### src/design/lpqs_pkg.sv
// lpqs_pkg: shared types and constants of the led pattern queue sequencer
// no dependencies; used by lpqs_front, lpqs_back and the top level
`timescale 1ns / 1ps

package lpqs_pkg;

  localparam int CFG_IDX_W  = 2;
  localparam int CFG_DATA_W = 16;
  localparam int TICK_W     = 16;
  localparam int REP_IN_W   = 16;
  localparam int CODE_W     = 3;
  localparam int COUNT_OUT_W = 4;

  localparam logic [CFG_IDX_W-1:0] CFG_ACTIVE_LEVEL   = 2'd0;
  localparam logic [CFG_IDX_W-1:0] CFG_ON_TICKS       = 2'd1;
  localparam logic [CFG_IDX_W-1:0] CFG_SLOW_OFF_TICKS = 2'd2;
  localparam logic [CFG_IDX_W-1:0] CFG_ONCE_OFF_TICKS = 2'd3;

  localparam logic              RST_ACTIVE_LEVEL   = 1'b1;
  localparam logic [TICK_W-1:0] RST_ON_TICKS       = 16'd10;
  localparam logic [TICK_W-1:0] RST_SLOW_OFF_TICKS = 16'd190;
  localparam logic [TICK_W-1:0] RST_ONCE_OFF_TICKS = 16'd40;

  localparam logic [CODE_W-1:0] ACT_OFF   = 3'd0;
  localparam logic [CODE_W-1:0] ACT_SLOW  = 3'd1;
  localparam logic [CODE_W-1:0] ACT_ANGRY = 3'd2;
  localparam logic [CODE_W-1:0] ACT_ONCE  = 3'd3;
  localparam logic [CODE_W-1:0] ACT_ON    = 3'd4;

  typedef enum logic [0:0] {
    CMD_TICK = 1'b0,
    CMD_PUSH = 1'b1
  } cmd_kind_e;

  typedef struct packed {
    cmd_kind_e                   kind;
    logic [CODE_W-1:0]           action_code;
    logic signed [REP_IN_W-1:0]  repeat_count;
  } cmd_t;

endpackage

### src/design/lpqs_ram.sv
// lpqs_ram: generic single write port ram with registered read
// no dependencies
`timescale 1ns / 1ps

module lpqs_ram #(
  parameter int WIDTH = 19,
  parameter int DEPTH = 8
) (
  input  logic                     clk_i,
  input  logic                     we_i,
  input  logic [$clog2(DEPTH)-1:0] waddr_i,
  input  logic [WIDTH-1:0]         wdata_i,
  input  logic [$clog2(DEPTH)-1:0] raddr_i,
  output logic [WIDTH-1:0]         rdata_o
);

  logic [WIDTH-1:0] mem_q [DEPTH];
  logic [WIDTH-1:0] rdata_q;

  always_ff @(posedge clk_i) begin
    if (we_i) begin
      mem_q[waddr_i] <= wdata_i;
    end
    rdata_q <= mem_q[raddr_i];
  end

  assign rdata_o = rdata_q;

endmodule

### src/design/lpqs_front.sv
// lpqs_front: accepts requests, classifies them as tick or push and
// buffers them in a two-entry command queue; depends on lpqs_pkg
`timescale 1ns / 1ps

module lpqs_front (
  input  logic                               clk_i,
  input  logic                               rst_ni,
  input  logic                               in_valid_i,
  output logic                               in_stall_o,
  input  logic                               req_type_i,
  input  logic [lpqs_pkg::CODE_W-1:0]        action_code_i,
  input  logic signed [lpqs_pkg::REP_IN_W-1:0] repeat_count_i,
  output logic                               cmd_valid_o,
  output lpqs_pkg::cmd_t                     cmd_o,
  input  logic                               cmd_pop_i
);

  lpqs_pkg::cmd_t buf_q [2];
  lpqs_pkg::cmd_t cmd_in;
  logic           wr_q, wr_d;
  logic           rd_q, rd_d;
  logic [1:0]     cnt_q, cnt_d;
  logic           push;
  logic           pop;

  always_comb begin
    cmd_in.kind         = req_type_i ? lpqs_pkg::CMD_PUSH : lpqs_pkg::CMD_TICK;
    cmd_in.action_code  = action_code_i;
    cmd_in.repeat_count = repeat_count_i;
  end

  assign in_stall_o  = (cnt_q == 2'd2);
  assign cmd_valid_o = (cnt_q != 2'd0);
  assign cmd_o       = buf_q[rd_q];
  assign push        = in_valid_i && !in_stall_o;
  assign pop         = cmd_pop_i && cmd_valid_o;

  always_comb begin
    wr_d  = push ? !wr_q : wr_q;
    rd_d  = pop ? !rd_q : rd_q;
    cnt_d = cnt_q;
    if (push && !pop) begin
      cnt_d = cnt_q + 2'd1;
    end else if (pop && !push) begin
      cnt_d = cnt_q - 2'd1;
    end
  end

  always_ff @(posedge clk_i or negedge rst_ni) begin
    if (!rst_ni) begin
      wr_q  <= 1'b0;
      rd_q  <= 1'b0;
      cnt_q <= 2'd0;
    end else begin
      wr_q  <= wr_d;
      rd_q  <= rd_d;
      cnt_q <= cnt_d;
    end
  end

  always_ff @(posedge clk_i) begin
    if (push) begin
      buf_q[wr_q] <= cmd_in;
    end
  end

endmodule

### src/design/lpqs_back.sv
// lpqs_back: action queue bookkeeping, blink sequencer, config registers
// and result register; depends on lpqs_pkg and lpqs_ram
`timescale 1ns / 1ps

module lpqs_back #(
  parameter int QUEUE_DEPTH = 8,
  parameter int REPEAT_BITS = 16
) (
  input  logic                                 clk_i,
  input  logic                                 rst_ni,
  input  logic                                 cfg_we_i,
  input  logic [lpqs_pkg::CFG_IDX_W-1:0]       cfg_idx_i,
  input  logic [lpqs_pkg::CFG_DATA_W-1:0]      cfg_wdata_i,
  input  logic                                 cmd_valid_i,
  input  lpqs_pkg::cmd_t                       cmd_i,
  output logic                                 cmd_pop_o,
  output logic                                 out_valid_o,
  input  logic                                 out_stall_i,
  output logic                                 led_level_o,
  output logic [lpqs_pkg::COUNT_OUT_W-1:0]     queue_count_o,
  output logic                                 pattern_active_o
);

  localparam int PW = $clog2(QUEUE_DEPTH);
  localparam int CW = $clog2(QUEUE_DEPTH + 1);
  localparam int RW = (REPEAT_BITS > lpqs_pkg::REP_IN_W) ? REPEAT_BITS : lpqs_pkg::REP_IN_W;
  localparam int DW = lpqs_pkg::CODE_W + REPEAT_BITS;
  localparam logic [CW-1:0] FULL = CW'(QUEUE_DEPTH);
  localparam logic signed [RW-1:0] RMAX =
    {{(RW - REPEAT_BITS + 1){1'b0}}, {(REPEAT_BITS - 1){1'b1}}};
  localparam logic signed [RW-1:0] RMIN = ~RMAX;

  typedef enum logic [1:0] {
    ST_IDLE,
    ST_SKIP,
    ST_ADV
  } state_e;

  state_e                    state_q, state_d;
  logic [PW-1:0]             rptr_q, rptr_d;
  logic [PW-1:0]             wptr_q, wptr_d;
  logic [CW-1:0]             count_q, count_d;
  logic                      restart_q, restart_d;
  logic                      run_valid_q, run_valid_d;
  logic [PW-1:0]             run_slot_q, run_slot_d;
  logic                      phase_q, phase_d;
  logic [lpqs_pkg::TICK_W-1:0] ticks_q, ticks_d;
  logic                      hold_q, hold_d;
  logic                      pin_q, pin_d;

  logic                      active_q;
  logic [lpqs_pkg::TICK_W-1:0] on_ticks_q;
  logic [lpqs_pkg::TICK_W-1:0] slow_off_q;
  logic [lpqs_pkg::TICK_W-1:0] once_off_q;

  logic                      out_valid_q, out_valid_d;
  logic                      led_q;
  logic [lpqs_pkg::COUNT_OUT_W-1:0] cnt_ext_q;
  logic                      act_q;

  logic                      ram_we;
  logic [PW-1:0]             ram_waddr;
  logic [DW-1:0]             ram_wdata;
  logic [PW-1:0]             ram_raddr;
  logic [DW-1:0]             ram_rdata;

  logic [lpqs_pkg::CODE_W-1:0] rd_code;
  logic signed [REPEAT_BITS-1:0] rd_rep;
  logic signed [RW-1:0]      raw_ext;
  logic signed [REPEAT_BITS-1:0] rep_clamped;

  logic                      out_free;
  logic                      finish;
  logic                      stop, lit, hold;
  logic [lpqs_pkg::TICK_W-1:0] dur;
  logic                      nphase;

  function automatic logic [PW-1:0] next_slot(input logic [PW-1:0] p);
    next_slot = (p == PW'(QUEUE_DEPTH - 1)) ? '0 : p + PW'(1);
  endfunction

  lpqs_ram #(
    .WIDTH (DW),
    .DEPTH (QUEUE_DEPTH)
  ) u_entry_ram (
    .clk_i   (clk_i),
    .we_i    (ram_we),
    .waddr_i (ram_waddr),
    .wdata_i (ram_wdata),
    .raddr_i (ram_raddr),
    .rdata_o (ram_rdata)
  );

  assign rd_code = ram_rdata[DW-1 -: lpqs_pkg::CODE_W];
  assign rd_rep  = signed'(ram_rdata[REPEAT_BITS-1:0]);

  // saturate the pushed repeat count to the stored width
  always_comb begin
    raw_ext = RW'(cmd_i.repeat_count);
    if (raw_ext > RMAX) begin
      rep_clamped = REPEAT_BITS'(RMAX);
    end else if (raw_ext < RMIN) begin
      rep_clamped = REPEAT_BITS'(RMIN);
    end else begin
      rep_clamped = REPEAT_BITS'(raw_ext);
    end
  end

  assign out_free = !out_valid_q || !out_stall_i;

  always_comb begin
    state_d     = state_q;
    rptr_d      = rptr_q;
    wptr_d      = wptr_q;
    count_d     = count_q;
    restart_d   = restart_q;
    run_valid_d = run_valid_q;
    run_slot_d  = run_slot_q;
    phase_d     = phase_q;
    ticks_d     = ticks_q;
    hold_d      = hold_q;
    pin_d       = pin_q;
    ram_we      = 1'b0;
    ram_waddr   = wptr_q;
    ram_wdata   = {cmd_i.action_code, rep_clamped};
    ram_raddr   = rptr_q;
    cmd_pop_o   = 1'b0;
    finish      = 1'b0;
    stop        = 1'b0;
    lit         = 1'b0;
    hold        = 1'b0;
    dur         = '0;
    nphase      = 1'b0;

    unique case (state_q)
      ST_IDLE: begin
        if (cmd_valid_i && out_free) begin
          cmd_pop_o = 1'b1;
          if (cmd_i.kind == lpqs_pkg::CMD_PUSH) begin
            ram_we    = 1'b1;
            wptr_d    = next_slot(wptr_q);
            if (count_q != FULL) begin
              count_d = count_q + CW'(1);
            end else begin
              rptr_d      = next_slot(rptr_q);
              run_valid_d = 1'b0;
            end
            restart_d = 1'b1;
            finish    = 1'b1;
          end else if (restart_q) begin
            if (count_q == '0) begin
              finish = 1'b1;
            end else begin
              ram_raddr = rptr_q;
              state_d   = ST_SKIP;
            end
          end else if (run_valid_q && !hold_q) begin
            if (ticks_q < lpqs_pkg::TICK_W'(2)) begin
              ram_raddr = run_slot_q;
              state_d   = ST_ADV;
            end else begin
              ticks_d = ticks_q - lpqs_pkg::TICK_W'(1);
              finish  = 1'b1;
            end
          end else begin
            finish = 1'b1;
          end
        end
      end

      // drop leading forever entries while more follow
      ST_SKIP: begin
        if (count_q > CW'(1) && rd_rep[REPEAT_BITS-1]) begin
          count_d   = count_q - CW'(1);
          rptr_d    = next_slot(rptr_q);
          ram_raddr = next_slot(rptr_q);
        end else begin
          run_slot_d  = rptr_q;
          run_valid_d = 1'b1;
          phase_d     = 1'b0;
          ram_raddr   = rptr_q;
          state_d     = ST_ADV;
        end
      end

      ST_ADV: begin
        unique case (rd_code)
          lpqs_pkg::ACT_OFF: begin
            hold = 1'b1;
          end
          lpqs_pkg::ACT_ON: begin
            lit  = 1'b1;
            hold = 1'b1;
          end
          lpqs_pkg::ACT_SLOW, lpqs_pkg::ACT_ANGRY, lpqs_pkg::ACT_ONCE: begin
            if (phase_q) begin
              if (rd_code == lpqs_pkg::ACT_SLOW) begin
                dur = slow_off_q;
              end else if (rd_code == lpqs_pkg::ACT_ANGRY) begin
                dur = on_ticks_q;
              end else begin
                dur = once_off_q;
              end
              if (!rd_rep[REPEAT_BITS-1]) begin
                ram_we    = 1'b1;
                ram_waddr = run_slot_q;
                ram_wdata = {rd_code, rd_rep - REPEAT_BITS'(1)};
                stop      = (rd_rep == '0);
              end
            end else begin
              lit    = 1'b1;
              dur    = on_ticks_q;
              nphase = 1'b1;
            end
          end
          default: begin
            if (count_q != '0) begin
              stop    = 1'b1;
              rptr_d  = next_slot(rptr_q);
              count_d = count_q - CW'(1);
            end else begin
              hold = 1'b1;
            end
          end
        endcase

        restart_d = stop;
        if (stop) begin
          run_valid_d = 1'b0;
        end else begin
          ticks_d = dur;
          phase_d = nphase;
          hold_d  = hold;
          pin_d   = lit ? active_q : !active_q;
        end
        finish  = 1'b1;
        state_d = ST_IDLE;
      end

      default: begin
        state_d = ST_IDLE;
      end
    endcase

    if (finish) begin
      out_valid_d = 1'b1;
    end else if (!out_stall_i) begin
      out_valid_d = 1'b0;
    end else begin
      out_valid_d = out_valid_q;
    end
  end

  always_ff @(posedge clk_i or negedge rst_ni) begin
    if (!rst_ni) begin
      state_q     <= ST_IDLE;
      rptr_q      <= '0;
      wptr_q      <= '0;
      count_q     <= '0;
      restart_q   <= 1'b0;
      run_valid_q <= 1'b0;
      run_slot_q  <= '0;
      phase_q     <= 1'b0;
      ticks_q     <= '0;
      hold_q      <= 1'b0;
      pin_q       <= !lpqs_pkg::RST_ACTIVE_LEVEL;
      out_valid_q <= 1'b0;
      led_q       <= !lpqs_pkg::RST_ACTIVE_LEVEL;
      cnt_ext_q   <= '0;
      act_q       <= 1'b0;
    end else begin
      state_q     <= state_d;
      rptr_q      <= rptr_d;
      wptr_q      <= wptr_d;
      count_q     <= count_d;
      restart_q   <= restart_d;
      run_valid_q <= run_valid_d;
      run_slot_q  <= run_slot_d;
      phase_q     <= phase_d;
      ticks_q     <= ticks_d;
      hold_q      <= hold_d;
      pin_q       <= pin_d;
      out_valid_q <= out_valid_d;
      if (finish) begin
        led_q     <= pin_d;
        cnt_ext_q <= lpqs_pkg::COUNT_OUT_W'(count_d);
        act_q     <= run_valid_d;
      end
    end
  end

  always_ff @(posedge clk_i or negedge rst_ni) begin
    if (!rst_ni) begin
      active_q   <= lpqs_pkg::RST_ACTIVE_LEVEL;
      on_ticks_q <= lpqs_pkg::RST_ON_TICKS;
      slow_off_q <= lpqs_pkg::RST_SLOW_OFF_TICKS;
      once_off_q <= lpqs_pkg::RST_ONCE_OFF_TICKS;
    end else if (cfg_we_i) begin
      unique case (cfg_idx_i)
        lpqs_pkg::CFG_ACTIVE_LEVEL:   active_q   <= cfg_wdata_i[0];
        lpqs_pkg::CFG_ON_TICKS:       on_ticks_q <= cfg_wdata_i;
        lpqs_pkg::CFG_SLOW_OFF_TICKS: slow_off_q <= cfg_wdata_i;
        lpqs_pkg::CFG_ONCE_OFF_TICKS: once_off_q <= cfg_wdata_i;
        default: begin
        end
      endcase
    end
  end

  assign out_valid_o      = out_valid_q;
  assign led_level_o      = led_q;
  assign queue_count_o    = cnt_ext_q;
  assign pattern_active_o = act_q;

endmodule

### src/design/led_pattern_queue_sequencer.sv
// led_pattern_queue_sequencer: top level of the led pattern queue sequencer
// depends on lpqs_pkg, lpqs_front, lpqs_back and lpqs_ram
`timescale 1ns / 1ps

// Drives one LED pin from a ring queue of up to QUEUE_DEPTH blink actions.
// A request either pushes an action (code and repeat count) or is one time
// tick; every request returns one result with the pin level, the number of
// queued entries and whether an action runs. Requests pass through a
// two-entry command queue, then the sequencer takes one at a time: a push,
// a plain countdown tick and an idle tick are done in state ST_IDLE, a tick
// that moves the running action to its next phase goes on to ST_ADV
// (registered read of the entry ram), and a tick that restarts the run (the
// first tick after a push, a spent entry or a dropped unknown entry) goes
// through ST_SKIP, one ram read per leading forever entry dropped (at most
// QUEUE_DEPTH - 1), and then on to ST_ADV. Write the config registers
// only while no request is in flight.

module led_pattern_queue_sequencer #(
  parameter int QUEUE_DEPTH = 8,
  parameter int REPEAT_BITS = 16
) (
  input  logic                                 clk_i,
  input  logic                                 rst_ni,
  input  logic                                 cfg_we_i,
  input  logic [lpqs_pkg::CFG_IDX_W-1:0]       cfg_idx_i,
  input  logic [lpqs_pkg::CFG_DATA_W-1:0]      cfg_wdata_i,
  input  logic                                 in_valid_i,
  output logic                                 in_stall_o,
  input  logic                                 req_type_i,
  input  logic [lpqs_pkg::CODE_W-1:0]          action_code_i,
  input  logic signed [lpqs_pkg::REP_IN_W-1:0] repeat_count_i,
  output logic                                 out_valid_o,
  input  logic                                 out_stall_i,
  output logic                                 led_level_o,
  output logic [lpqs_pkg::COUNT_OUT_W-1:0]     queue_count_o,
  output logic                                 pattern_active_o
);

  logic           cmd_valid;
  lpqs_pkg::cmd_t cmd;
  logic           cmd_pop;

  lpqs_front u_front (
    .clk_i          (clk_i),
    .rst_ni         (rst_ni),
    .in_valid_i     (in_valid_i),
    .in_stall_o     (in_stall_o),
    .req_type_i     (req_type_i),
    .action_code_i  (action_code_i),
    .repeat_count_i (repeat_count_i),
    .cmd_valid_o    (cmd_valid),
    .cmd_o          (cmd),
    .cmd_pop_i      (cmd_pop)
  );

  lpqs_back #(
    .QUEUE_DEPTH (QUEUE_DEPTH),
    .REPEAT_BITS (REPEAT_BITS)
  ) u_back (
    .clk_i            (clk_i),
    .rst_ni           (rst_ni),
    .cfg_we_i         (cfg_we_i),
    .cfg_idx_i        (cfg_idx_i),
    .cfg_wdata_i      (cfg_wdata_i),
    .cmd_valid_i      (cmd_valid),
    .cmd_i            (cmd),
    .cmd_pop_o        (cmd_pop),
    .out_valid_o      (out_valid_o),
    .out_stall_i      (out_stall_i),
    .led_level_o      (led_level_o),
    .queue_count_o    (queue_count_o),
    .pattern_active_o (pattern_active_o)
  );

endmodule

### config.mk
export PLATFORM = sky130hd
export DESIGN_NAME = led_pattern_queue_sequencer
export DESIGN_NICKNAME = d
export VERILOG_FILES = /design/src/design/lpqs_pkg.sv /design/src/design/lpqs_ram.sv /design/src/design/lpqs_front.sv /design/src/design/lpqs_back.sv /design/src/design/led_pattern_queue_sequencer.sv
export SDC_FILE = /design/constraint.sdc
export NUM_CORES = 1
export LEC_CHECK = 0
export BUFFER_PORTS_ARGS = -buffer_cell sky130_fd_sc_hd__buf_4
export CORE_MARGIN = 4
export CORE_UTILIZATION = 45
export DETAILED_ROUTE_END_ITERATION = 6
export MAX_ROUTING_LAYER = met4
export PLACE_DENSITY = 0.67
export SLEW_MARGIN = 20
export SYNTH_ARGS = -nofsm -noshare
export SYNTH_HDL_FRONTEND = slang
export SYNTH_SLANG_ARGS = --single-unit
### constraint.sdc
create_clock -name clk_i -period 3.1 [get_ports clk_i]
set_clock_uncertainty 0.2 [all_clocks]
set_input_delay 0.155 -clock clk_i [delete_from_list [all_inputs] [get_ports clk_i]]
set_output_delay 0.155 -clock clk_i [all_outputs]
set_load 0.02 [all_outputs]
Word level (Yosys, flattened, before mapping)
Memories as Yosys holds them, arrays and structs flattened. A register that Yosys moved wholly into a read port is not among the register bits.
Index checks and enable logic that the tools add are counted.
{"block": "word_totals", "ff_bits": 96, "mem_bits_rw": 192, "in_bits": 43, "word_cells": 210, "mem_count": 2}
{"memory": "u_back.u_entry_ram.mem_q", "depth": 8, "word_bits": 19, "read_ports": 1, "rd_clocked_by_memory_dff": 1, "wr": 1, "line": "lpqs_ram.sv:17", "text": "logic [WIDTH-1:0] mem_q [DEPTH];"}
{"memory": "u_front.buf_q", "depth": 2, "word_bits": 20, "read_ports": 1, "rd_clocked_by_memory_dff": 0, "wr": 1, "line": "lpqs_front.sv:18", "text": "lpqs_pkg::cmd_t buf_q [2];"}
{"block": "op_classes", "n_addsub": 8, "magnitude_cmp": 4, "eq_ne": 28, "muxes": 101, "n_bitwise": 2, "n_reduce_logical": 43}
{"cell": "$mux W16", "n": 12}
{"cell": "$mux W19", "n": 4}
{"cell": "$mux W3", "n": 17}
{"cell": "$mux W1", "n": 40}
{"cell": "$pmux W16 S2", "n": 1}
{"cell": "$mux W4", "n": 6}
{"cell": "$mux W2", "n": 9}
{"cell": "$gt A16 B16 Y1 const B", "n": 1}
{"cell": "$logic_not A16 Y1", "n": 1}
{"cell": "$lt A16 B16 Y1 const B", "n": 1}
{"cell": "$lt A16 B2 Y1 const B", "n": 1}
{"cell": "$ne A2 B2 Y1 const B", "n": 8}
{"cell": "$sub A16 B1 Y16 const B", "n": 1}
{"cell": "$sub A16 B2 Y16 const B", "n": 1}
{"cell": "$pmux W1 S2", "n": 7}
{"cell": "$pmux W4 S3", "n": 1}
{"cell": "$reduce_and A2 Y1", "n": 6}
{"cell": "$reduce_and A6 Y1", "n": 2}
{"cell": "$eq A3 B3 Y1 const B", "n": 3}
{"cell": "$logic_not A1 Y1", "n": 9}
{"cell": "$pmux W3 S3", "n": 1}
{"cell": "$reduce_and A3 Y1", "n": 3}
{"cell": "$eq A2 B2 Y1 const B", "n": 4}
{"cell": "$ne A2 B1 Y1 const B", "n": 4}
{"cell": "other kinds (28)", "n": 43}

Longest topological paths before layout
Gate-level depths: netlist of the first run.
{"block": "logic_depth", "word_depth": 9, "ltp_mapped": 12}

Modules after synthesis
A second synthesis of the first run with hierarchy kept.
{"block": "unflattened", "cells_unflattened": 883, "area_unflattened_um2": 13442.9}
{"module": "lpqs_ram", "instances": 1, "cells_per_inst": 251, "area_per_inst_um2": 6259.8, "seq_area_each_um2": 4944.7}
{"module": "lpqs_back", "instances": 1, "cells_per_inst": 551, "area_per_inst_um2": 5455.2, "seq_area_each_um2": 2316.0}
{"module": "lpqs_front", "instances": 1, "cells_per_inst": 81, "area_per_inst_um2": 1727.9, "seq_area_each_um2": 1301.2}

Worst setup path before layout of the first run
No wires, ideal clock.
{"block": "synth_path", "path_kind": "register to register", "from": "reg u_back.u_entry_ram.rdata_q[16] (netlist: u_back.u_entry_ram.rdata_o[16]), read port of u_back.u_entry_ram.mem_q", "to": "mem u_back.u_entry_ram.mem_q[0][0], enable pin", "setup_ns": 0.395, "t_arrival_ns": 2.574, "required_ns": 2.505, "path_slack_ns": -0.068, "stages_incl_launch_ff": 9, "n_path_buf": 2, "path_cell_list": "dfxtp_1 clkbuf_1 nor2_1 nor2_1 nand2_1 nor2_1 clkbuf_1 a31oi_1 nor2_1"}
{"block": "synth_between", "elab_chain_cells": 6, "word_cells_on_any_way": 10, "cone_classes": "3 x eq/ne; 6 x mux; 1 x reduce/logical"}
{"item": "start: declaration", "line": "lpqs_ram.sv:18", "text": "logic [WIDTH-1:0] rdata_q;"}
{"item": "$eq A3 B2 Y1 / $eq A3 B1 Y1 (equally long branches)", "line": "lpqs_back.sv:187", "text": "unique case (rd_code)"}
{"item": "$reduce_or A3 Y1 *", "line": "lpqs_back.sv:187"}
{"item": "$mux W1", "line": "lpqs_back.sv:187"}
{"item": "$pmux W1 S2", "line": "lpqs_back.sv:135", "text": "unique case (state_q)"}
{"item": "$mux W1", "line": "lpqs_ram.sv:21", "text": "if (we_i) begin"}
{"item": "$mux W1 (not written as such)", "line": "lpqs_ram.sv:22", "text": "mem_q[waddr_i] <= wdata_i;"}
{"item": "end: declaration", "line": "lpqs_ram.sv:17"}
Mark *: on every way between the ends. The rest lies on a longest branch, timed or not.

Final worst setup path of the first run
{"block": "layout_path", "from": "reg u_back.ticks_q[10] in the netlist's numbering", "to": "reg u_back.u_entry_ram.rdata_q[16] (netlist: u_back.u_entry_ram.rdata_o[16]), read port of u_back.u_entry_ram.mem_q"}
{"block": "layout_between", "elab_chain_cells": 7}
{"item": "start: declaration", "line": "lpqs_back.sv:47", "text": "logic [lpqs_pkg::TICK_W-1:0] ticks_q, ticks_d;"}
{"item": "start signal: assignment", "line": "lpqs_back.sv:280", "text": "ticks_q <= ticks_d;"}
{"item": "$lt A16 B2 Y1", "line": "lpqs_back.sv:158", "text": "if (ticks_q < lpqs_pkg::TICK_W'(2)) begin"}
{"item": "$mux W3", "line": "lpqs_back.sv:158"}
{"item": "$mux W3", "line": "lpqs_back.sv:157", "text": "end else if (run_valid_q && !hold_q) begin"}
{"item": "$mux W3", "line": "lpqs_back.sv:150", "text": "end else if (restart_q) begin"}
{"item": "$mux W3", "line": "lpqs_back.sv:139", "text": "if (cmd_i.kind == lpqs_pkg::CMD_PUSH) begin"}
{"item": "$mux W3", "line": "lpqs_back.sv:137", "text": "if (cmd_valid_i && out_free) begin"}
{"item": "$pmux W3 S2", "line": "lpqs_back.sv:135"}
No other way between the ends.
A chain may end at the register's enable or synchronous reset.

==> results of run 1 <==
==> state kept, by name (all words and copies together), names as in the netlist, 4 cells and up <==
register,flops
u_back.ticks_q,16
u_back.u_entry_ram.rdata_o,19
u_back.queue_count_o,4
u_back.count_q,4
u_back.once_off_q,16
u_back.on_ticks_q,16
u_back.slow_off_q,16
u_front.buf_q,40
u_back.u_entry_ram.mem_q,152
==> cells in the mapped netlist, types with 4 or more instances <==
cell	n
dfrtp_1	85
o21a_1	4
a221oi_1	7
dfstp_2	11
xor2_1	9
clkbuf_1	29
mux2_2	78
buf_6	4
nor3b_1	6
o221ai_1	5
ha_1	10
a21oi_1	14
nand4_1	4
o21ai_0	49
nand2_1	67
o22ai_2	7
a22oi_1	4
nand2b_1	8
o211ai_1	4
nand3b_1	4
xnor2_1	10
mux2_4	10
nand3_1	5
o22ai_1	36
nor4_1	7
nor2_1	49
a221oi_2	13
o22a_1	6
mux2i_1	55
edfxtp_1	192
dfxtp_1	19
nor2b_1	6
o32ai_1	5
mux2_1	10
or3_1	4
a22o_1	13
nor3_1	16
a31oi_1	7
inv_1	18
==> power breakdown <==
| part | internal (mW) | switching, mW | total (mW) | leakage [nW] |
|---|---|---|---|---|
| clock network | 2.29 | 1.55 | 3.83 | 0.532 |
| logic | 3.25 | 3.54 | 6.79 | 2.65 |
| registers | 5.59 | 0.544 | 6.14 | 3.05 |
| total | 11.1 | 5.63 | 16.8 | 6.23 |
==> final timing paths <==
check                                                  start                                      to  slack [ns]
min                                       repeat_count_i[11]          u_front.buf_q[0][11]$_DFFE_PP_        0.13
max in group asynchronous                             rst_ni          u_back.ticks_q[14]$_DFFE_PN0P_        1.76
min in group asynchronous                             rst_ni        u_back.slow_off_q[7]$_DFFE_PN1P_        0.55
min reg2reg                u_back.on_ticks_q[13]$_DFFE_PN0P_       u_back.on_ticks_q[13]$_DFFE_PN0P_        0.30
max                           u_back.ticks_q[10]$_DFFE_PN0P_  u_back.u_entry_ram.rdata_o[16]$_DFF_P_       -0.09
max reg2reg                   u_back.ticks_q[10]$_DFFE_PN0P_  u_back.u_entry_ram.rdata_o[16]$_DFF_P_       -0.09
==> worst max-delay path, cell delays in order (launching register included) <==
cell	delay, ns
dfrtp_1	0.37
or4_4	0.53
or4_4	0.47
nor3_2	0.23
a32o_1	0.22
a21o_4	0.25
clkbuf_16	0.22
mux2_2	0.34
o22ai_2	0.17
a221oi_2	0.05
==> layout make-up <==
type | count | area (µm²)
Inverter | 18 | 67.6
Timing Repair Buffer | 177 | 1720
Tap cell | 384 | 480
Multi-Input combinational cell | 566 | 4490
Fill cell | 2329 | 12600
Clock buffer | 33 | 803
Clock inverter | 25 | 259
Sequential cell | 307 | 8560
==> metal layers <==
layer,part of all wire [%],up-vias,global-route usage (%)
met5,0,-,-
li1,-,3930,-
met2,49,203,29.3
met3,4.6,38,2.38
met1,45,4168,23.7
met4,1.7,0,3.54
==> placed cells by master (no fill, tap or decap), types with 14 or more instances in the layout <==
cell type      instances
mux2_2                78
inv_1                 18
nor2_1                38
a21oi_1               14
clkbuf_16             33
dlygate4sd3_1         42
dfrtp_1               85
mux2i_1               55
nand2_1               67
dfxtp_1               19
o21ai_0               48
buf_4                112
buf_12                18
edfxtp_1             192
nor3_1                16
o22ai_1               32
a221oi_2              14
==> kinds of logic after synthesis <==
group | share of synthesized area (%)
buf+inv | 2.69
xor+xnor | 1.25
flops | 64.4
fa+ha+maj | 0.941
compound gates | 10.8
mux | 13.1
simple gates | 6.87
==> through the flow <==
step                TNS, ns  power [mW]  worst slack, ns  hold slack (ns)
floorplan             -7.78        10.5          -0.0682           -0.341
global placement      -1.30        12.4           -0.105          0.00708
detailed placement    -2.63        12.6           -0.172           0.0111
CTS                  -0.509        16.7          -0.0666            0.108
global route          -3.02        17.7           -0.185            0.124
finish                -1.16        16.8          -0.0911            0.128
==> repair_timing <==
action | CTS | global route
buffers inserted | 3 | 3
cloned | 1 | 2
hold buffers | 43 | 0
gates resized for setup | 12 | 5
setup endpoints to repair | 19 | 28
hold endpoints to repair | 194 | 0
pin swaps | 1 | 2
==> summary.md, run 1 <==
| Metric | Value |
|---|---|
| Die Ht | `180 µm` |
| Total grt overflow | `0` |
| Worst setup margin | `-0.0911 ns` |
| Warnings, synthesis | `0` |
| Maximum vdd ir drop | `0.547 mV` |
| CTS tree | `yes` |
| Routed wire length per instance | `19.0 µm` |
| Die area | `32400 µm²` |
| Final-stage net count | `1154` |
| Crit path time final | `3.19 ns` |
| Worst skew pair latency | `0.55 ns` |
| Crit path kind | `flop to flop` |
| Global-route wire length before repair | `45300 µm` |
| CTS max path bufs | `3` |
| Drt first pass iters | `5` |
| Power per Cell Area | `1020 nW/µm²` |
| Cell count after synthesis | `935` |
| Slew HR | `38.7%` |
| Overall routing resource usage | `17.7%` |
| Initial antenna violation count | `0` |
| Final hold vios | `0` |
| Worst Hold Class | `input pin to flop` |
| Final setup fails | `19` |
| Num CTS Buffers | `31` |
| Worst setup EP type | `flop` |
| Syn Area/Cell | `14.2 µm²` |
| Synth Register Bits | `307` |
| Failing checks | `setup timing` |
| Worst-Margin Slew | `0.909 ns` |
| CP arrival | `3.43 ns` |
| Ys flop type | `edfxtp_1` |
| Ys async rst share | `31.3%` |
| Final WL | `28700 µm` |
| Area grow syn2layout | `23.1%` |
| Critical path fanouts, max | `7` |
| DRT antenna net count | `0` |
| RSZ-0062 raised after global routing | `true` |
| Status | `finished with violations` |
| Post-synth top area cell | `edfxtp_1` |
| CTS Root Cell | `clkbuf_16` |
| Chip width | `180 µm` |
| Post-route DRC | `0` |
| Share of layout cells above drive strength 1 | `30.5%` |
| Gpl congestion | `0.809` |
| Diodes inserted | `0` |
| IO Pins | `51` |
| WHS Path Cells | `2` |
| Req. time, crit path | `3.34 ns` |
| Synth top area share | `43.3%` |
| Finished Layout Cells | `1510` |
| Area of the mapped netlist | `13300 µm²` |
| Design Area, Final | `16400 µm²` |
| Cell variety after synth | `67` |
| Syn Nets | `988` |
| Starting density of the core | `46.0%` |
| I/O Buffers | `50` |
| Hpwl dp | `18200 µm` |
| Final core utilization | `56.6%` |
| Max Cap Viol | `0` |
| Final Max Slew Viols | `0` |
| Dpl cell area | `14700 µm²` |
| Startpoint Class | `flop` |
| Worst R2R Path Depth | `9` |
| Clk pin slew, worst setup/hold paths | `0.06 ns` |
| Largest net degree at the start of global routing | `47` |
| Vias | `8339` |
| Via density per instance | `5.52` |
| Initial drt markers | `594` |
| Top area cells in the synthesized netlist | `edfxtp_1 (43%), dfrtp_1 (16%), mux2_2 (6.6%)` |
| Final Cycle Share | `103%` |
| Clk sinks | `307` |
| H-tree depth | `1` |
| EDFF count, synth | `192` |
| Core area | `28900 µm²` |
| Placement row count | `62` |
| Post-synthesis sequential area ratio | `64.4%` |
| Leak pwr | `6.23 nW` |
| Fmax achieved | `313 MHz` |
| Placed cells | `1400` |
| Number of global-route vias before repair | `8440` |
No activity file was read; power rests on OpenSTA's default activity.
==> inputs of run 2 (changes only) <==
--- a/config.mk
+++ b/config.mk
@@ -9,8 +9,7 @@
 export CORE_MARGIN = 4
 export CORE_UTILIZATION = 45
 export DETAILED_ROUTE_END_ITERATION = 6
-export MAX_ROUTING_LAYER = met4
-export PLACE_DENSITY = 0.67
+export PLACE_DENSITY = 0.66
 export SLEW_MARGIN = 20
 export SYNTH_ARGS = -nofsm -noshare
 export SYNTH_HDL_FRONTEND = slang
==> run 2 against run 1 <==
Against the previous run: the flow still finishes with violations (setup timing); design area about the same; cell count is 0.66% higher; count of clock-buffer cells in the layout grew 6; largest cell class unchanged; largest power group unchanged; highest routed layer unchanged.
==> summary.md, run 2 (synthesis gave the netlist of run 1 again) <==
| Metric | Value |
|---|---|
| Req. time, crit path | `3.34 ns` |
| Global-route wire length before repair | `46800 µm` |
| Failing checks | `setup timing` |
| Vias | `8273` |
| Placement row count | `62` |
| Routed wire length per instance | `19.2 µm` |
| Worst skew pair latency | `0.56 ns` |
| Worst-Margin Slew | `0.995 ns` |
| Num CTS Buffers | `31` |
| Starting density of the core | `46.0%` |
| Worst setup EP type | `flop` |
| CTS tree | `yes` |
| Sum Neg Setup Slack | `-0.736 ns` |
| Clk sinks | `307` |
| Post-route DRC | `0` |
| Slowest library cell on the worst path | `or4_4` |
| Initial drt markers | `496` |
| Reg-to-Reg Start | `u_back.ticks_q[10]$_DFFE_PN0P_` |
| CP most frequent cell | `or4_4` |
| Worst R2R Path Depth | `10` |
| Total grt overflow | `0` |
| Dpl cell area | `14700 µm²` |
| CTS Root Cell | `clkbuf_16` |
| Worst R2R Setup Slack | `-0.06 ns` |
| Final-stage net count | `1164` |
| Max Cap Viol | `0` |
| Share of layout cells above drive strength 1 | `31.3%` |
| Die Ht | `180 µm` |
| Diodes inserted | `0` |
| Crit path kind | `flop to flop` |
| Cell Chain, Critical Path | `or4_4 -> or4_4 -> buf_6 -> nor3_4 -> nor2_2 -> a21o_4 -> clkbuf_16 -> mux2_4 -> o22ai_2 -> a221oi_2` |
| IO Pins | `51` |
| CP bufs+invs | `2` |
| Clk pin slew, worst setup/hold paths | `0.06 ns` |
| Final WL | `29200 µm` |
| Most frequent cells in the layout | `edfxtp_1 (192), buf_4 (125), dfrtp_1 (85), mux2_2 (79), nand2_1 (67)` |
| Chip width | `180 µm` |
| Startpoint Class | `flop` |
| Crit path time final | `3.16 ns` |
| Die area | `32400 µm²` |
| Overall routing resource usage | `17.6%` |
| Maximum vdd ir drop | `0.656 mV` |
| Area grow syn2layout | `23.3%` |
| Critical path fanouts, max | `13` |
| Most flops, register | `u_back.u_entry_ram.mem_q` |
| Hpwl dp | `18900 µm` |
| Worst setup margin | `-0.0583 ns` |
| Max reg flops | `152` |
| Core area | `28900 µm²` |
| Largest net degree at the start of global routing | `64` |
| Total power | `16.8 mW` |
| FF-to-FF End | `u_back.u_entry_ram.rdata_o[14]$_DFF_P_` |
| Worst Hold Class | `input pin to asynchronous set/reset pin` |
| Final hold vios | `0` |
| Fmax achieved | `317 MHz` |
| Leak pwr | `6.26 nW` |
| Final setup fails | `19` |
| Final Max Slew Viols | `0` |
| Gpl congestion | `0.814` |
| RSZ-0062 raised after global routing | `true` |
| Crit-path max cell delay | `0.53 ns` |
| Most common cell after layout, fill and taps aside | `edfxtp_1` |
| Slew HR | `33.0%` |
| CTS max path bufs | `3` |
| H-tree depth | `1` |
| Final Cycle Share | `102%` |
| CP arrival | `3.39 ns` |
| Number of global-route vias before repair | `8602` |
| Design Area, Final | `16400 µm²` |
| DRT antenna net count | `0` |
| Crit-path leading delay family | `simple AND/OR/NAND/NOR gates` |
| I/O Buffers | `50` |
| Status | `finished with violations` |
| Drt first pass iters | `6` |
| Via density per instance | `5.44` |
| Power per Cell Area | `1020 nW/µm²` |
| Initial antenna violation count | `0` |
[run 2: cell types whose count changed in the layout (fill, tap and decap cells not counted), moves of 3 or more]
| cell | before | now |
|---|---|---|
| buf_4 | 112 | 125 |
| clkbuf_1 | 0 | 6 |
| o22ai_1 | 32 | 27 |
| o22ai_2 | 11 | 16 |
| clkinv_2 | 13 | 10 |
[run 2: power by group]
group / internal [mW] / leakage [nW] / switching (mW) / total (mW)
sequential: 5.59 / 3.05 / 0.571 / 6.17
combinational: 3.33 / 2.71 / 3.62 / 6.94
clock: 2.16 / 0.503 / 1.53 / 3.69
[run 2: worst max path at each step]
stage,end,slack (ns),from,cells past startpoint
4_1_cts,u_back.u_entry_ram.rdata_o[4]$_DFF_P_,-0.08,u_back.ticks_q[10]$_DFFE_PN0P_,10
3_3_place_gp,u_back.u_entry_ram.rdata_o[1]$_DFF_P_,-0.16,u_back.ticks_q[10]$_DFFE_PN0P_,7
6_report,u_back.u_entry_ram.rdata_o[14]$_DFF_P_,-0.06,u_back.ticks_q[10]$_DFFE_PN0P_,10
2_1_floorplan,u_back.u_entry_ram.mem_q[0][0]$_DFFE_PP_,-0.07,u_back.u_entry_ram.rdata_o[16]$_DFF_P_,8
3_5_place_dp,u_back.u_entry_ram.rdata_o[12]$_DFF_P_,-0.23,u_back.ticks_q[10]$_DFFE_PN0P_,11
5_1_grt,u_back.u_entry_ram.rdata_o[3]$_DFF_P_,-0.17,u_back.ticks_q[10]$_DFFE_PN0P_,10
[run 2: metrics by stage]
stage,utilization (%),cells,hold slack (ns),setup WS (ns)
global placement,50.8,1406,0.0837,-0.164
floorplan,-,935,-0.341,-0.0682
global route,56.7,1520,0.0966,-0.169
CTS,56.0,1509,0.0464,-0.0757
detailed placement,50.8,1406,0.0927,-0.226
finish,56.7,1520,0.00831,-0.0583
[run 2: layer usage]
| metal | routed length (µm) | track usage (%) | part of all wire [%] | up-vias |
|---|---|---|---|---|
| met5 | 0 | 0 | 0 | - |
| met4 | 651 | 4.21 | 2.2 | 0 |
| met3 | 1140 | 2.57 | 3.9 | 47 |
| met2 | 14400 | 30.4 | 49 | 176 |
| met1 | 13100 | 23.8 | 45 | 4102 |
| li1 | - | - | - | 3948 |
[run 2: timing repair]
action | 4_1_cts | 5_1_grt
hold buffers | 41 | 0
endpoints found under the hold margin | 161 | 0
setup buffers | 4 | 8
endpoints found under the setup margin | 19 | 43
resized for setup | 4 | 18
pin swaps | 4 | 2
cloned | 0 | 3
[run 2: layout make-up]
type | instances | area (µm²)
Inverter | 18 | 67.6
Fill cell | 2294 | 12500
Timing Repair Buffer | 187 | 1760
Clock buffer | 39 | 837
Multi-Input combinational cell | 566 | 4510
Tap cell | 384 | 480
Clock inverter | 19 | 180
Sequential cell | 307 | 8560
==> inputs of run 3 (changes only) <==
--- a/config.mk
+++ b/config.mk
@@ -6,10 +6,11 @@
 export NUM_CORES = 1
 export LEC_CHECK = 0
 export BUFFER_PORTS_ARGS = -buffer_cell sky130_fd_sc_hd__buf_4
+export CORE_ASPECT_RATIO = 1.5
 export CORE_MARGIN = 4
-export CORE_UTILIZATION = 45
+export CORE_UTILIZATION = 56
 export DETAILED_ROUTE_END_ITERATION = 6
-export PLACE_DENSITY = 0.66
+export PLACE_DENSITY = 0.79
 export SLEW_MARGIN = 20
 export SYNTH_ARGS = -nofsm -noshare
 export SYNTH_HDL_FRONTEND = slang
==> run 3 against run 2 <==
Against the previous run: non-clock buffer count down 4; critical path depth unchanged; hold slack better by 0.034 ns; the flow still finishes with violations (setup timing); wire length up 2.0%.
==> summary.md, run 3 (synthesis gave the netlist of run 1 again) <==
| Metric | Value |
|---|---|
| Critical path fanouts, max | `19` |
| Die Ht | `197 µm` |
| Max Cap Viol | `0` |
| Final hold vios | `0` |
| Gpl congestion | `0.858` |
| Worst-Margin Slew | `0.948 ns` |
| Hpwl dp | `19200 µm` |
| Crit path kind | `flop to flop` |
| Worst R2R Path Depth | `10` |
| Starting density of the core | `57.3%` |
| Maximum vdd ir drop | `0.599 mV` |
| Vias | `8501` |
| GR peak layer | `met2` |
| Status | `finished with violations` |
| Final Max Slew Viols | `0` |
| Final Cycle Share | `105%` |
| Startpoint Class | `flop` |
| Worst setup margin | `-0.153 ns` |
| Max reg flops | `152` |
| Final WL | `29800 µm` |
| Most frequent cells in the layout | `edfxtp_1 (192), buf_4 (118), dfrtp_1 (85), mux2_2 (79), nand2_1 (67)` |
| Dpl cell area | `14700 µm²` |
| Worst skew pair latency | `0.54 ns` |
| Via density per instance | `5.90` |
| CTS max path bufs | `3` |
| Num CTS Buffers | `28` |
| Worst Hold Class | `input pin to asynchronous set/reset pin` |
| I/O Buffers | `50` |
| Reg-to-Reg Start | `u_back.ticks_q[10]$_DFFE_PN0P_` |
| Clk pin slew, worst setup/hold paths | `0.06 ns` |
| Placement row count | `68` |
| Clk sinks | `307` |
| RSZ-0062 raised after global routing | `true` |
| Diodes inserted | `0` |
| CTS Root Cell | `clkbuf_16` |
| Largest net degree at the start of global routing | `67` |
| Post-route DRC | `0` |
| Req. time, crit path | `3.31 ns` |
| Crit path time final | `3.25 ns` |
| Most flops, register | `u_back.u_entry_ram.mem_q` |
| Final-stage net count | `1157` |
| Initial drt markers | `517` |
| Fmax achieved | `307 MHz` |
| Share of layout cells above drive strength 1 | `31.1%` |
| Fin Hold WS | `0.0423 ns` |
| Total grt overflow | `0` |
| Global-route wire length before repair | `46400 µm` |
| Met2 GRT Util | `40.7%` |
| Failing checks | `setup timing` |
| Final core utilization | `70.4%` |
| Area grow syn2layout | `22.9%` |
| DRT antenna net count | `0` |
| Power per Cell Area | `1040 nW/µm²` |
| Design Area, Final | `16300 µm²` |
| Leak pwr | `6.25 nW` |
| Met3 Use GR | `2.73%` |
| CTS tree | `yes` |
| Routed wire length per instance | `20.7 µm` |
| Chip width | `134 µm` |
| CP arrival | `3.46 ns` |
| Most common cell after layout, fill and taps aside | `edfxtp_1` |
| Slew HR | `36.1%` |
| Overall routing resource usage | `22.2%` |
| Number of global-route vias before repair | `8837` |
| Initial antenna violation count | `0` |
| H-tree depth | `1` |
| Worst R2R Setup Slack | `-0.15 ns` |
| Core area | `23200 µm²` |
| Worst setup EP type | `flop` |
| FF-to-FF End | `u_back.u_entry_ram.rdata_o[0]$_DFF_P_` |
| Filler cell count | `1460` |
| Place WS | `-0.220 ns` |
| Final setup fails | `19` |
| Met1 usage | `26.2%` |
| Sum Neg Setup Slack | `-1.54 ns` |
| IO Pins | `51` |
| Die area | `26300 µm²` |
| Drt first pass iters | `5` |
-- run 3: cell count changes in the layout (fill, tap and decap cells not counted), sizes merged --
cell	delta
clkbuf	+1
clkinvlp	-1
buf	-4
bufinv	+3
inv	-2
clkinv	-7
-- run 3: worst max path at each step --
stage	startpoint	end	slack, ns	cells past startpoint
3_5_place_dp	u_back.ticks_q[10]$_DFFE_PN0P_	u_back.u_entry_ram.rdata_o[17]$_DFF_P_	-0.22	9
6_report	u_back.ticks_q[10]$_DFFE_PN0P_	u_back.u_entry_ram.rdata_o[0]$_DFF_P_	-0.15	10
3_3_place_gp	u_back.ticks_q[10]$_DFFE_PN0P_	u_back.u_entry_ram.rdata_o[17]$_DFF_P_	-0.17	9
4_1_cts	u_back.ticks_q[10]$_DFFE_PN0P_	u_back.u_entry_ram.rdata_o[16]$_DFF_P_	-0.10	9
2_1_floorplan	u_back.u_entry_ram.rdata_o[16]$_DFF_P_	u_back.u_entry_ram.mem_q[0][0]$_DFFE_PP_	-0.07	8
5_1_grt	u_back.ticks_q[10]$_DFFE_PN0P_	u_back.u_entry_ram.rdata_o[0]$_DFF_P_	-0.24	10
-- run 3: metal layers --
metal	vias up	part of all wire, %
met4	0	4.1
met5	-	0
met2	263	54
met3	82	4.0
li1	3920	-
met1	4236	38
-- run 3: layout make-up --
| class | count | area [µm²] | share of cell area [%] |
|---|---|---|---|
| inverters | 18 | 67.6 | 0.413 |
| repair buffers | 183 | 1750 | 10.7 |
| clock inverters | 12 | 213 | 1.30 |
| clock buffers | 40 | 797 | 4.88 |
| flip-flops and latches | 307 | 8560 | 52.4 |
| well taps | 315 | 394 | 2.41 |
| multi-input cells | 566 | 4570 | 27.9 |
-- run 3: power breakdown --
group	leakage, nW	internal, mW	switching, mW
Sequential	3.05	5.59	0.559
Combinational	2.72	3.32	3.72
Clock	0.486	2.29	1.45
Total	6.25	11.2	5.73
-- run 3: timing repair --
action / in CTS / in global routing
buffers inserted: 2 / 2
hold buffers: 41 / 0
hold endpoints to repair: 156 / 0
resized for setup: 22 / 16
endpoints found under the setup margin: 19 / 43
pin swaps: 2 / 2
gates cloned: 0 / 2
-- run 3: through the flow --
step | power, mW | instances
6_report | 16.9 | 1441
5_1_grt | 17.8 | 1441
4_1_cts | 16.7 | 1437
3_5_place_dp | 12.6 | 1342
3_3_place_gp | 12.4 | 1342
2_1_floorplan | 10.5 | 935
-- run 3: critical path, cell delays in order (launching register included) --
cell and delay (ns):
dfrtp_1 0.38, or4_4 0.53, or4_4 0.47, buf_6 0.16, nor3_4 0.23, nor2_4 0.07
a21o_4 0.29, clkbuf_16 0.22, mux2_4 0.32, o22ai_2 0.18, a221oi_2 0.06
